**src/set_pkg.sv**
```systemverilog
// Package for the scratchpad entry table: operation and status codes,
// request and response payload types, entry mark record, controller state
// and command structs. No dependencies.
package set_pkg;

   typedef enum logic [3:0] {
      OP_FIND       = 4'd0,
      OP_GET_OFFSET = 4'd1,
      OP_ALLOC      = 4'd2,
      OP_INVALIDATE = 4'd3,
      OP_SET_DIRTY  = 4'd4,
      OP_IS_DIRTY   = 4'd5,
      OP_ACQUIRE    = 4'd6,
      OP_RELEASE    = 4'd7,
      OP_SET_LOADED = 4'd8,
      OP_IS_LOADED  = 4'd9,
      OP_SWAPPABLE  = 4'd10,
      OP_POP        = 4'd11,
      OP_PUSH       = 4'd12
   } op_type;

   localparam logic [1:0] ST_OK    = 2'd0;
   localparam logic [1:0] ST_BAD   = 2'd1;
   localparam logic [1:0] ST_EMPTY = 2'd2;
   localparam logic [1:0] ST_REF   = 2'd3;

   localparam logic [63:0] ALL_ONES = '1;

   typedef struct packed {
      logic [3:0]  operation;
      logic [63:0] key_address;
      logic [63:0] offset_value;
      logic [7:0]  entry_index;
   } req_type;

   typedef struct packed {
      logic [63:0] result_value;
      logic [1:0]  status;
   } rsp_type;

   // per-entry marks and reference count, one RAM word per entry
   typedef struct packed {
      logic        valid;
      logic        dirty;
      logic        loaded;
      logic [31:0] refs;
   } meta_type;

   typedef enum logic [2:0] {
      S_IDLE,
      S_READ,
      S_SCAN,
      S_EXEC,
      S_RESP,
      S_CLEAR
   } state_type;

   // controller to datapath
   typedef struct packed {
      logic capture;    // latch request
      logic read;       // issue memory reads for the latched request
      logic scan_start; // reset find cursor
      logic scan_step;  // examine one active-list slot
      logic exec;       // apply the operation, build the response
      logic clear_step; // one clearing-pass step
   } cmd_type;

   // datapath to controller
   typedef struct packed {
      logic is_find;
      logic scan_done;
      logic clear_done;
   } sts_type;

endpackage

```
**src/set_ctrl.sv**
```systemverilog
// Controller state machine for the scratchpad entry table.
// Depends on set_pkg.
module set_ctrl (
   input  logic            clock,
   input  logic            reset,
   input  logic            req_valid,
   output logic            req_ready,
   output logic            rsp_valid,
   input  logic            rsp_ready,
   output set_pkg::cmd_type cmd,
   input  set_pkg::sts_type sts
);
   import set_pkg::*;

   state_type state_ff, state_in;

   always_ff @(posedge clock) begin
      if (reset) begin
         state_ff <= S_CLEAR;
      end else begin
         state_ff <= state_in;
      end
   end

   always_comb begin
      state_in = state_ff;
      case (state_ff)
         S_CLEAR: if (sts.clear_done) state_in = S_IDLE;
         S_IDLE:  if (req_valid) state_in = S_READ;
         S_READ:  state_in = sts.is_find ? S_SCAN : S_EXEC;
         S_SCAN:  if (sts.scan_done) state_in = S_EXEC;
         S_EXEC:  state_in = S_RESP;
         S_RESP:  if (rsp_ready) state_in = S_IDLE;
         default: state_in = S_IDLE;
      endcase
   end

   always_comb begin
      cmd       = '0;
      req_ready = 1'b0;
      rsp_valid = 1'b0;
      case (state_ff)
         S_CLEAR: cmd.clear_step = 1'b1;
         S_IDLE: begin
            req_ready   = 1'b1;
            cmd.capture = req_valid;
         end
         S_READ: begin
            cmd.read       = 1'b1;
            cmd.scan_start = 1'b1;
         end
         S_SCAN:  cmd.scan_step = 1'b1;
         S_EXEC:  cmd.exec = 1'b1;
         S_RESP:  rsp_valid = 1'b1;
         default: cmd = '0;
      endcase
   end
endmodule

```
**config.mk**
```make
export PLATFORM = sky130hd
export DESIGN_NAME = set_ctrl
export DESIGN_NICKNAME = d
export VERILOG_FILES = /design/src/set_pkg.sv /design/src/set_ctrl.sv
export SDC_FILE = /design/constraint.sdc
export NUM_CORES = 1
export LEC_CHECK = 0
export BUFFER_PORTS_ARGS = -buffer_cell sky130_fd_sc_hd__buf_2
export CORE_AREA = 2 2 39 41
export CTS_BUF_LIST = sky130_fd_sc_hd__clkbuf_4
export DETAILED_ROUTE_END_ITERATION = 10
export DIE_AREA = 0 0 41 43
export GPL_TIMING_DRIVEN = 0
export SLEW_MARGIN = 20
export SYNTH_ARGS = -nofsm -noshare
export SYNTH_HDL_FRONTEND = slang
export SYNTH_SLANG_ARGS = --single-unit
export TNS_END_PERCENT = 50
```
**constraint.sdc**
```tcl
create_clock -name clock -period 3.2 [get_ports clock]
set_input_delay 0.16 -clock clock [delete_from_list [all_inputs] [get_ports clock]]
set_output_delay 0.16 -clock clock [all_outputs]
set_load 0.1 [all_outputs]
```
==> results of run 1 <==
==> final timing paths <==
path | startpoint | endpoint | slack (ns) | depth (start not counted)
min | reset | state_ff[1] | 0.12 | 2
min reg2reg | state_ff[2] | state_ff[1] | 0.57 | 1
max | state_ff[0] | cmd[4] | 1.44 | 5
max reg2reg | state_ff[1] | state_ff[0] | 2.10 | 4
==> worst max-delay path, cell delays in order (launching register included) <==
cell     delay, ns
dfxtp_1       0.29
buf_2         0.17
inv_1         0.11
nor3_1        0.24
buf_4         0.14
buf_2         0.41
==> cells in the final DEF, fill, tap and decap left out <==
cell type,count
a221o_1,1
buf_2,15
buf_6,1
o21ai_1,1
nor3_2,1
or2b_1,1
dfxtp_1,3
a211oi_1,1
a211o_1,1
xnor2_1,1
nor3_1,2
buf_4,1
nor3b_1,1
clkbuf_4,4
and2_1,1
inv_1,3
o21a_1,1
nor2_1,2
mux2i_1,1
nand2b_2,1
nor3b_2,1
==> cell families (layout without fill, tap and decap cells) <==
family / after synthesis / count (layout)
and+or+nand+nor: 10 / 10
buffers and inverters: 6 / 24
AOI/OAI and AO/OA: 5 / 5
DFF: 3 / 3
xor gates and xnor gates: 1 / 1
muxes: 1 / 1
==> metal layers <==
| metal | GRT usage [%] | routed length (um) | up-vias |
|---|---|---|---|
| met4 | 2.00 | 0 | 0 |
| met3 | 4.71 | 49 | 0 |
| met2 | 8.13 | 197 | 10 |
| li1 | - | - | 127 |
| met5 | 0 | 0 | - |
| met1 | 7.37 | 253 | 98 |
==> cell type report <==
type	instances	area, um^2
multi-input cells	17	128
inverters	3	11.3
flip-flops and latches	3	60.1
clock buffers	4	30.0
fillers	166	1040
repair buffers	14	70.1
well taps	16	20.0
plain buffers	3	23.8
==> report_power, final <==
| group | total, uW | internal (uW) | leakage, uW | switching [uW] |
|---|---|---|---|---|
| logic | 127 | 28.9 | 0.000139 | 98.4 |
| clock network | 75.8 | 55.2 | 0.0000184 | 20.6 |
| registers | 46.1 | 42.3 | 0.0000250 | 3.87 |
==> through the flow <==
step                hold slack (ns)  util [%]  setup WS, ns  cells  TNS (ns)
floorplan                     0.237         -        -0.187     26    -0.187
global placement              0.368      22.6          1.70     56         0
detailed placement            0.372      22.6          1.69     56         0
CTS                           0.119      24.8          1.43     60         0
global route                  0.123      24.8          1.33     60         0
finish                        0.125      24.8          1.44     60         0
==> out/results.txt, run 1 <==
Starting Density: 15.7%
Complex-gate fraction of the synthesized area: 17.8%
RSZ-0062 raised after global routing: false
Pin count of the biggest net entering global routing: 10
# port buffers: 14
Die width: 41 um
Top Registers: state_ff: 3 flops
Startpoint Class: register
CTS H-Tree Depth: 1
Initial antenna violation count: 0
Final slew viol count: 0
Post-synthesis simple-gate area fraction: 29.9%
Netlist cell types: 19
Max reg flops: 3
Mux cell area share after synthesis: 4.60%
DRT iter0 DRCs: 1
Setup repair bufs after CTS: 0
Skew final: 0.000387 ns
Post-cts gate resize count: 0
CTS tree: yes
DIE AREA: 1760 um^2
Main combinational cell family by area after synthesis: simple AND/OR/NAND/NOR gates
Synth Register Bits: 3
Area growth syn-to-layout: 57.5%
Endpoints failing hold: 0
Worst Path Arrival: 1.60 ns
XOR/XNOR share of the synthesized area: 4.02%
Largest register by flop count: state_ff
Crit share post-route: 55.0%
Nets: 52
Worst-path clk slew: 0.04 ns
Post-DRT Antenna Nets: 0
Vias in the first global route: 188
Clk sinks: 3
Via count: 235
Crit path time final: 1.76 ns
CTS root buf: clkbuf_4
Req. time, crit path: 3.04 ns
Synth warnings: 0
Cell Pwr Density: 727 nW/um^2
Remaining routing DRC violations: 0
Maximum clock frequency: 0.568 GHz
Leakage: 0.000182 uW
Final instance area: 343 um^2
Placer Congestion: 0.602
Peak supply drop: 163 uV
GRT Resource Usage Total: 6.12%
Die Y: 43 um
Clk_lat worst skew: 0.23 ns
Yosys top cell by area: dfxtp_1
Outcome: completed
Placed Area: 313 um^2
Cell Area, Synth: 218 um^2
Synthesized Nets: 33
Synth Area in Adders: 0%
Bufs on Longest Clock Path: 2
Proportion of layout cells with a drive suffix above 1: 54.5%
Antenna diode count: 0
Total iterations of the first detailed-routing run: 2
Synth top area share: 27.6%
CP Capture Type: primary output
Syn Area/Cell: 8.37 um^2
Number of buffers created by CTS: 3
Crit Path Max Fanout: 7
Maxcap violations: 0
IO Pins: 15
Final Power: 249 uW
Largest cells by area after synthesis: dfxtp_1, nor3_1, nor3b_2
Hold_buf cts: 0
Worst-margin pin slew: 0.493 ns
CORE AREA: 1380 um^2
Most instantiated cells after synthesis: dfxtp_1, inv_1, nor3_1
Hold crit path type: in2reg
Dominant synthesized flop cell: dfxtp_1
Row Count: 14
Syn Inst Count: 26
Vias/cell: 3.92
Number of synthesized flops with an enable pin: 0
Wire per inst: 8.33 um
Seq/Total Area, Yosys: 27.6%
Max-slew headroom: 67.4%
Final setup viols: 0
First-pass GRT wire length: 710 um
Post-Route WL: 500 um
CP Class: reg2out
Post-synth ARST share: 0%
Grt ovf: 0
Note: power is estimated with default switching activity, not from simulation.
==> inputs of run 2 (changes only) <==
==> constraint.sdc (replaced) <==
create_clock -name clock -period 1.6 [get_ports clock]
set_input_delay 0.08 -clock clock [delete_from_list [all_inputs] [get_ports clock]]
set_output_delay 0.08 -clock clock [all_outputs]
set_load 0.1 [all_outputs]
==> out/results.txt, run 2 (same netlist as run 1, synthesis figures left out) <==
Outcome: completed
Antenna diode count: 0 (unchanged)
Remaining routing DRC violations: 0 (unchanged)
Skew final: 0.00123 ns (+0.000846 ns)
Top Registers: state_ff: 3 flops
Leakage: 0.000194 uW (+6.2%)
Die Y: 43 um (unchanged)
Setup repair bufs after CTS: 0 (unchanged)
Placer Congestion: 0.684 (+14%)
Max-slew headroom: 67.7% (+0.31 points)
Gr busiest metal: met2
Endpoints failing hold: 0 (unchanged)
Worst-margin pin slew: 0.488 ns (-0.00462 ns)
R2R Path Start: state_ff[1]
Area growth syn-to-layout: 86.8%
Worst Setup SP: state_ff[0]
Worst Hold Path EP: state_ff[1]
Bufs on Longest Clock Path: 2 (unchanged)
CP Class: reg2out
Reg2reg path depth: 4 (unchanged)
Worst-path cell chain: buf_6 -> inv_2 -> nor3b_4 -> buf_2
Clk sinks: 3 (unchanged)
Met2 usage: 10.0% (+1.9 points)
Met3 GRT Util: 4.71% (unchanged)
Total iterations of the first detailed-routing run: 3 (+1)
Hold crit path type: in2reg
Startpoint Class: register
Req. time, crit path: 1.52 ns (-1.52 ns)
Die width: 41 um (unchanged)
Wire per inst: 8.08 um (-3.0%)
CTS tree: yes
Max reg flops: 3 (unchanged)
Pin count of the biggest net entering global routing: 10 (unchanged)
Proportion of layout cells with a drive suffix above 1: 68.2% (+14 points)
Largest register by flop count: state_ff
Crit Path Max Fanout: 7 (unchanged)
Vias/cell: 3.95 (+0.85%)
Clk_lat worst skew: 0.23 ns (about the same)
First-pass GRT wire length: 821 um (+16%)
Final slew viol count: 0 (unchanged)
Vias in the first global route: 217 (+15%)
RSZ-0062 raised after global routing: false
Worst-path clk slew: 0.04 ns (about the same)
Reg2Reg Capture Point: state_ff[0]
Min-delay src: reset
CTS root buf: clkbuf_4
Via count: 237 (+0.85%)
CORE AREA: 1380 um^2 (unchanged)
IO Pins: 15 (unchanged)
Cell Pwr Density: 1330 nW/um^2 (+83%)
Post-DRT Antenna Nets: 0 (unchanged)
# port buffers: 14 (unchanged)
GRT Resource Usage Total: 6.93% (+0.81 points)
Crit share post-route: 93.2%
Worst R2R Setup Slack: 0.45 ns (-1.65 ns)
Crit-path slowest cell: buf_2
TNS Setup: 0 ns (unchanged)
Maximum clock frequency: 0.671 GHz
CTS H-Tree Depth: 1 (unchanged)
Delay-heaviest family, CP: buffers and inverters
Number of buffers created by CTS: 3 (unchanged)
Peak supply drop: 431 uV (+160%)
Worst hold path depth: 2 (unchanged)
Worst path max stage delay: 0.45 ns (+0.04 ns)
Maxcap violations: 0 (unchanged)
Fillers: 154 (-7.2%)
DRT iter0 DRCs: 1 (unchanged)
Buffers and inverters on the worst path: 3 (-1)
Crit path time final: 1.49 ns
Post-Route WL: 485 um (-3.0%)
Commonest non-fill, non-tap cell in the layout: buf_2
Worst Path Arrival: 1.41 ns (-0.19 ns)
Nets: 52 (unchanged)
Final setup viols: 0 (unchanged)
Starting Density: 15.7% (unchanged)
Initial antenna violation count: 0 (unchanged)
Grt ovf: 0 (unchanged)
M1 GR Usage: 8.04% (+0.67 points)
Hold WS: 0.0503 ns (-0.0746 ns)
Row Count: 14 (unchanged)
Most frequent cells in the layout: buf_2, clkbuf_4
Hold_buf cts: 0 (unchanged)
CP Capture Type: primary output
DIE AREA: 1760 um^2 (unchanged)
[run 2: cell count changes in the layout (fill, tap and decap cells not counted), moves of 2 or more]
cell / before / now
buf_2: 15 / 12
clkbuf_4: 4 / 6
nor3_4: 0 / 2
nor3b_4: 0 / 2
[run 2: through the flow]
step	worst slack (ns)	util (%)	power (uW)	cells	instance area, um^2
3_5_place_dp	0.253	26.9	394	56	372
3_3_place_gp	0.254	26.9	393	56	372
2_1_floorplan	-0.337	-	359	26	282
5_1_grt	0.0201	29.4	569	60	407
6_report	0.109	29.4	540	60	407
4_1_cts	0.00475	29.0	547	60	402
[run 2: worst max-delay path by stage]
stage,to,slack (ns),depth (start not counted)
3_5_place_dp,cmd[4],0.25,5
3_3_place_gp,cmd[4],0.25,5
5_1_grt,cmd[0],0.02,4
2_1_floorplan,cmd[5],-0.34,3
6_report,cmd[0],0.11,4
4_1_cts,cmd[4],0.005,5
[run 2: area by class of cell]
cell class / instances / area (um^2) / area share (%)
Inverter: 3 / 11.3 / 2.77
Tap cell: 16 / 20.0 / 4.92
Timing Repair Buffer: 14 / 75.1 / 18.5
Clock buffer: 4 / 30.0 / 7.38
Sequential cell: 3 / 61.3 / 15.1
Buffer: 3 / 42.5 / 10.5
Multi-Input combinational cell: 17 / 166 / 40.9
[run 2: metal layers]
metal / wire length (um) / vias up
met5: 0 / -
met4: 0 / 0
met3: 26 / 0
met2: 242 / 6
met1: 216 / 106
li1: - / 125
[run 2: worst register-to-register path, cell delays in order, from the launching register on]
cell and delay (ns):
dfxtp_1 0.31, buf_6 0.17, mux2i_1 0.20, a211oi_1 0.09, a211o_1 0.27
[run 2: what timing repair did]
item,4_1_cts,5_1_grt
endpoints found under the hold margin,0,0
setup endpoints to repair,0,2
gates resized for setup,0,2
[run 2: power by group]
part	switching [uW]	internal [uW]	leakage, uW
registers	12.2	85.4	0.0000249
clock network	36.9	110	0.0000184
logic	209	86.5	0.000151
==> inputs of run 3 (changes only) <==
--- a/config.mk
+++ b/config.mk
@@ -5,13 +5,13 @@
 export SDC_FILE = /design/constraint.sdc
 export NUM_CORES = 1
 export LEC_CHECK = 0
-export BUFFER_PORTS_ARGS = -buffer_cell sky130_fd_sc_hd__buf_2
+export BUFFER_PORTS_ARGS = -buffer_cell sky130_fd_sc_hd__buf_4
 export CORE_AREA = 2 2 39 41
 export CTS_BUF_LIST = sky130_fd_sc_hd__clkbuf_4
 export DETAILED_ROUTE_END_ITERATION = 10
 export DIE_AREA = 0 0 41 43
 export GPL_TIMING_DRIVEN = 0
-export SLEW_MARGIN = 20
+export SLEW_MARGIN = 10
 export SYNTH_ARGS = -nofsm -noshare
 export SYNTH_HDL_FRONTEND = slang
 export SYNTH_SLANG_ARGS = --single-unit
==> out/results.txt, run 3 (same netlist as run 1, synthesis figures left out) <==
Outcome: completed
Peak supply drop: 347 uV (-19%)
Endpoints failing hold: 0 (unchanged)
Worst-margin pin slew: 0.279 ns (-0.210 ns)
Die width: 41 um (unchanged)
Crit share post-route: 90.9% (-2.2 points)
Pin count of the biggest net entering global routing: 10 (unchanged)
CTS H-Tree Depth: 1 (unchanged)
Maximum clock frequency: 0.687 GHz (+2.5%)
Clk_lat worst skew: 0.23 ns (about the same)
Sw frac: 47.1% (-0.71 points)
Area growth syn-to-layout: 101%
Wire per inst: 8.70 um (+7.6%)
Hold crit path type: in2reg
IO Pins: 15 (unchanged)
Die Y: 43 um (unchanged)
Most frequent cells in the layout: buf_4, clkbuf_4
DRT iter0 DRCs: 1 (unchanged)
Total iterations of the first detailed-routing run: 3 (unchanged)
Gate power share: 55.6% (+0.9 points)
Crit Path Max Fanout: 7 (unchanged)
Top Registers: state_ff: 3 flops
Cell Pwr Density: 1280 nW/um^2 (-3.9%)
RSZ-0062 raised after global routing: false
M1 GR Usage: 7.42% (-0.62 points)
Initial antenna violation count: 0 (unchanged)
Sequential power share: 17.5% (-0.6 points)
Worst-path clk slew: 0.04 ns (about the same)
Placer Congestion: 0.641 (-6.3%)
Final setup viols: 0 (unchanged)
Number of buffers created by CTS: 3 (unchanged)
Req. time, crit path: 1.52 ns (about the same)
CTS root buf: clkbuf_4
Clk sinks: 3 (unchanged)
Gr busiest metal: met2
Row Count: 14 (unchanged)
Hold WS: 0.0326 ns (-0.0178 ns)
Leakage: 0.000201 uW (+3.5%)
CORE AREA: 1380 um^2 (unchanged)
Worst Path Arrival: 1.38 ns (-0.03 ns)
Largest register by flop count: state_ff
Clk pwr share: 26.9% (-0.3 points)
Proportion of layout cells with a drive suffix above 1: 68.2% (unchanged)
Bufs on Longest Clock Path: 2 (unchanged)
Vias/cell: 3.98 (+0.84%)
# port buffers: 14 (unchanged)
Nets: 52 (unchanged)
Crit path time final: 1.46 ns (-0.0357 ns)
Commonest non-fill, non-tap cell in the layout: buf_4
Setup repair bufs after CTS: 0 (unchanged)
Vias in the first global route: 242 (+12%)
Post-Route WL: 522 um (+7.6%)
Antenna diode count: 0 (unchanged)
Maxcap violations: 0 (unchanged)
NetSw: 263 uW (+1.6%)
First-pass GRT wire length: 917 um (+12%)
Startpoint Class: register
DIE AREA: 1760 um^2 (unchanged)
Via count: 239 (+0.84%)
Post-DRT Antenna Nets: 0 (unchanged)
CP Capture Type: primary output
Grt ovf: 0 (unchanged)
Skew final: 0.00213 ns (+0.000896 ns)
Starting Density: 15.7% (unchanged)
Met2 usage: 12.5% (+2.5 points)
TNS Setup: 0 ns (unchanged)
Remaining routing DRC violations: 0 (unchanged)
Met3 GRT Util: 6.28% (+1.6 points)
GRT Resource Usage Total: 8.14% (+1.2 points)
Max reg flops: 3 (unchanged)
Hold_buf cts: 0 (unchanged)
Max-slew headroom: 81.6% (+14 points)
CTS tree: yes
Final slew viol count: 0 (unchanged)
Int Power: 295 uW (+4.6%)
Post-cts gate resize count: 0 (unchanged)
CP Class: reg2out
[run 3: cell count changes in the layout (fill, tap and decap cells not counted), sizes merged]
cell	before	now
buf	15	17
clkbuf	6	4
[run 3: stage by stage]
step,setup WS [ns],instance area [um^2],total power (uW),std cells,util [%]
after floorplan,-0.337,282,359,26,-
after global placement,0.385,407,410,56,29.4
after detailed placement,0.375,407,411,56,29.4
after CTS,0.121,437,568,60,31.6
after global routing,0.0733,437,590,60,31.6
final,0.145,437,558,60,31.6
[run 3: final timing paths]
path / from / slack, ns / end / cells past startpoint
setup / recovery: state_ff[0] / 0.14 / cmd[4] / 5
hold / removal: reset / 0.03 / state_ff[1] / 2
setup reg to reg: state_ff[1] / 0.45 / state_ff[0] / 4
hold reg to reg: state_ff[2] / 0.57 / state_ff[1] / 1
[run 3: worst max-delay path, stage by stage, from the launching register on]
cell     delay [ns]
dfxtp_1        0.31
buf_6          0.14
inv_2          0.08
nor3_4         0.22
buf_12         0.12
buf_4          0.27
[run 3: area by class of cell]
cell class / instances / area, um^2
buffer: 3 / 42.5
clock buffer: 4 / 30.0
fill: 155 / 947
inverter: 3 / 11.3
multi-input combinational: 17 / 166
sequential: 3 / 61.3
tap: 16 / 20.0
timing repair buffer: 14 / 105
[run 3: layer usage]
metal | share of wire [%] | vias to the layer above
li1 | - | 124
met2 | 48 | 8
met4 | 0 | 0
met3 | 7.3 | 0
met1 | 44 | 107
met5 | 0 | -
[run 3: power by group through the flow]
stage / Sequential, uW / Clock [uW] / Combinational (uW)
2_1_floorplan: 96.5 / 0 / 262
3_3_place_gp: 98.8 / 0 / 311
3_5_place_dp: 98.7 / 0 / 312
4_1_cts: 97.5 / 157 / 313
5_1_grt: 98.7 / 165 / 327
6_report: 97.7 / 150 / 310
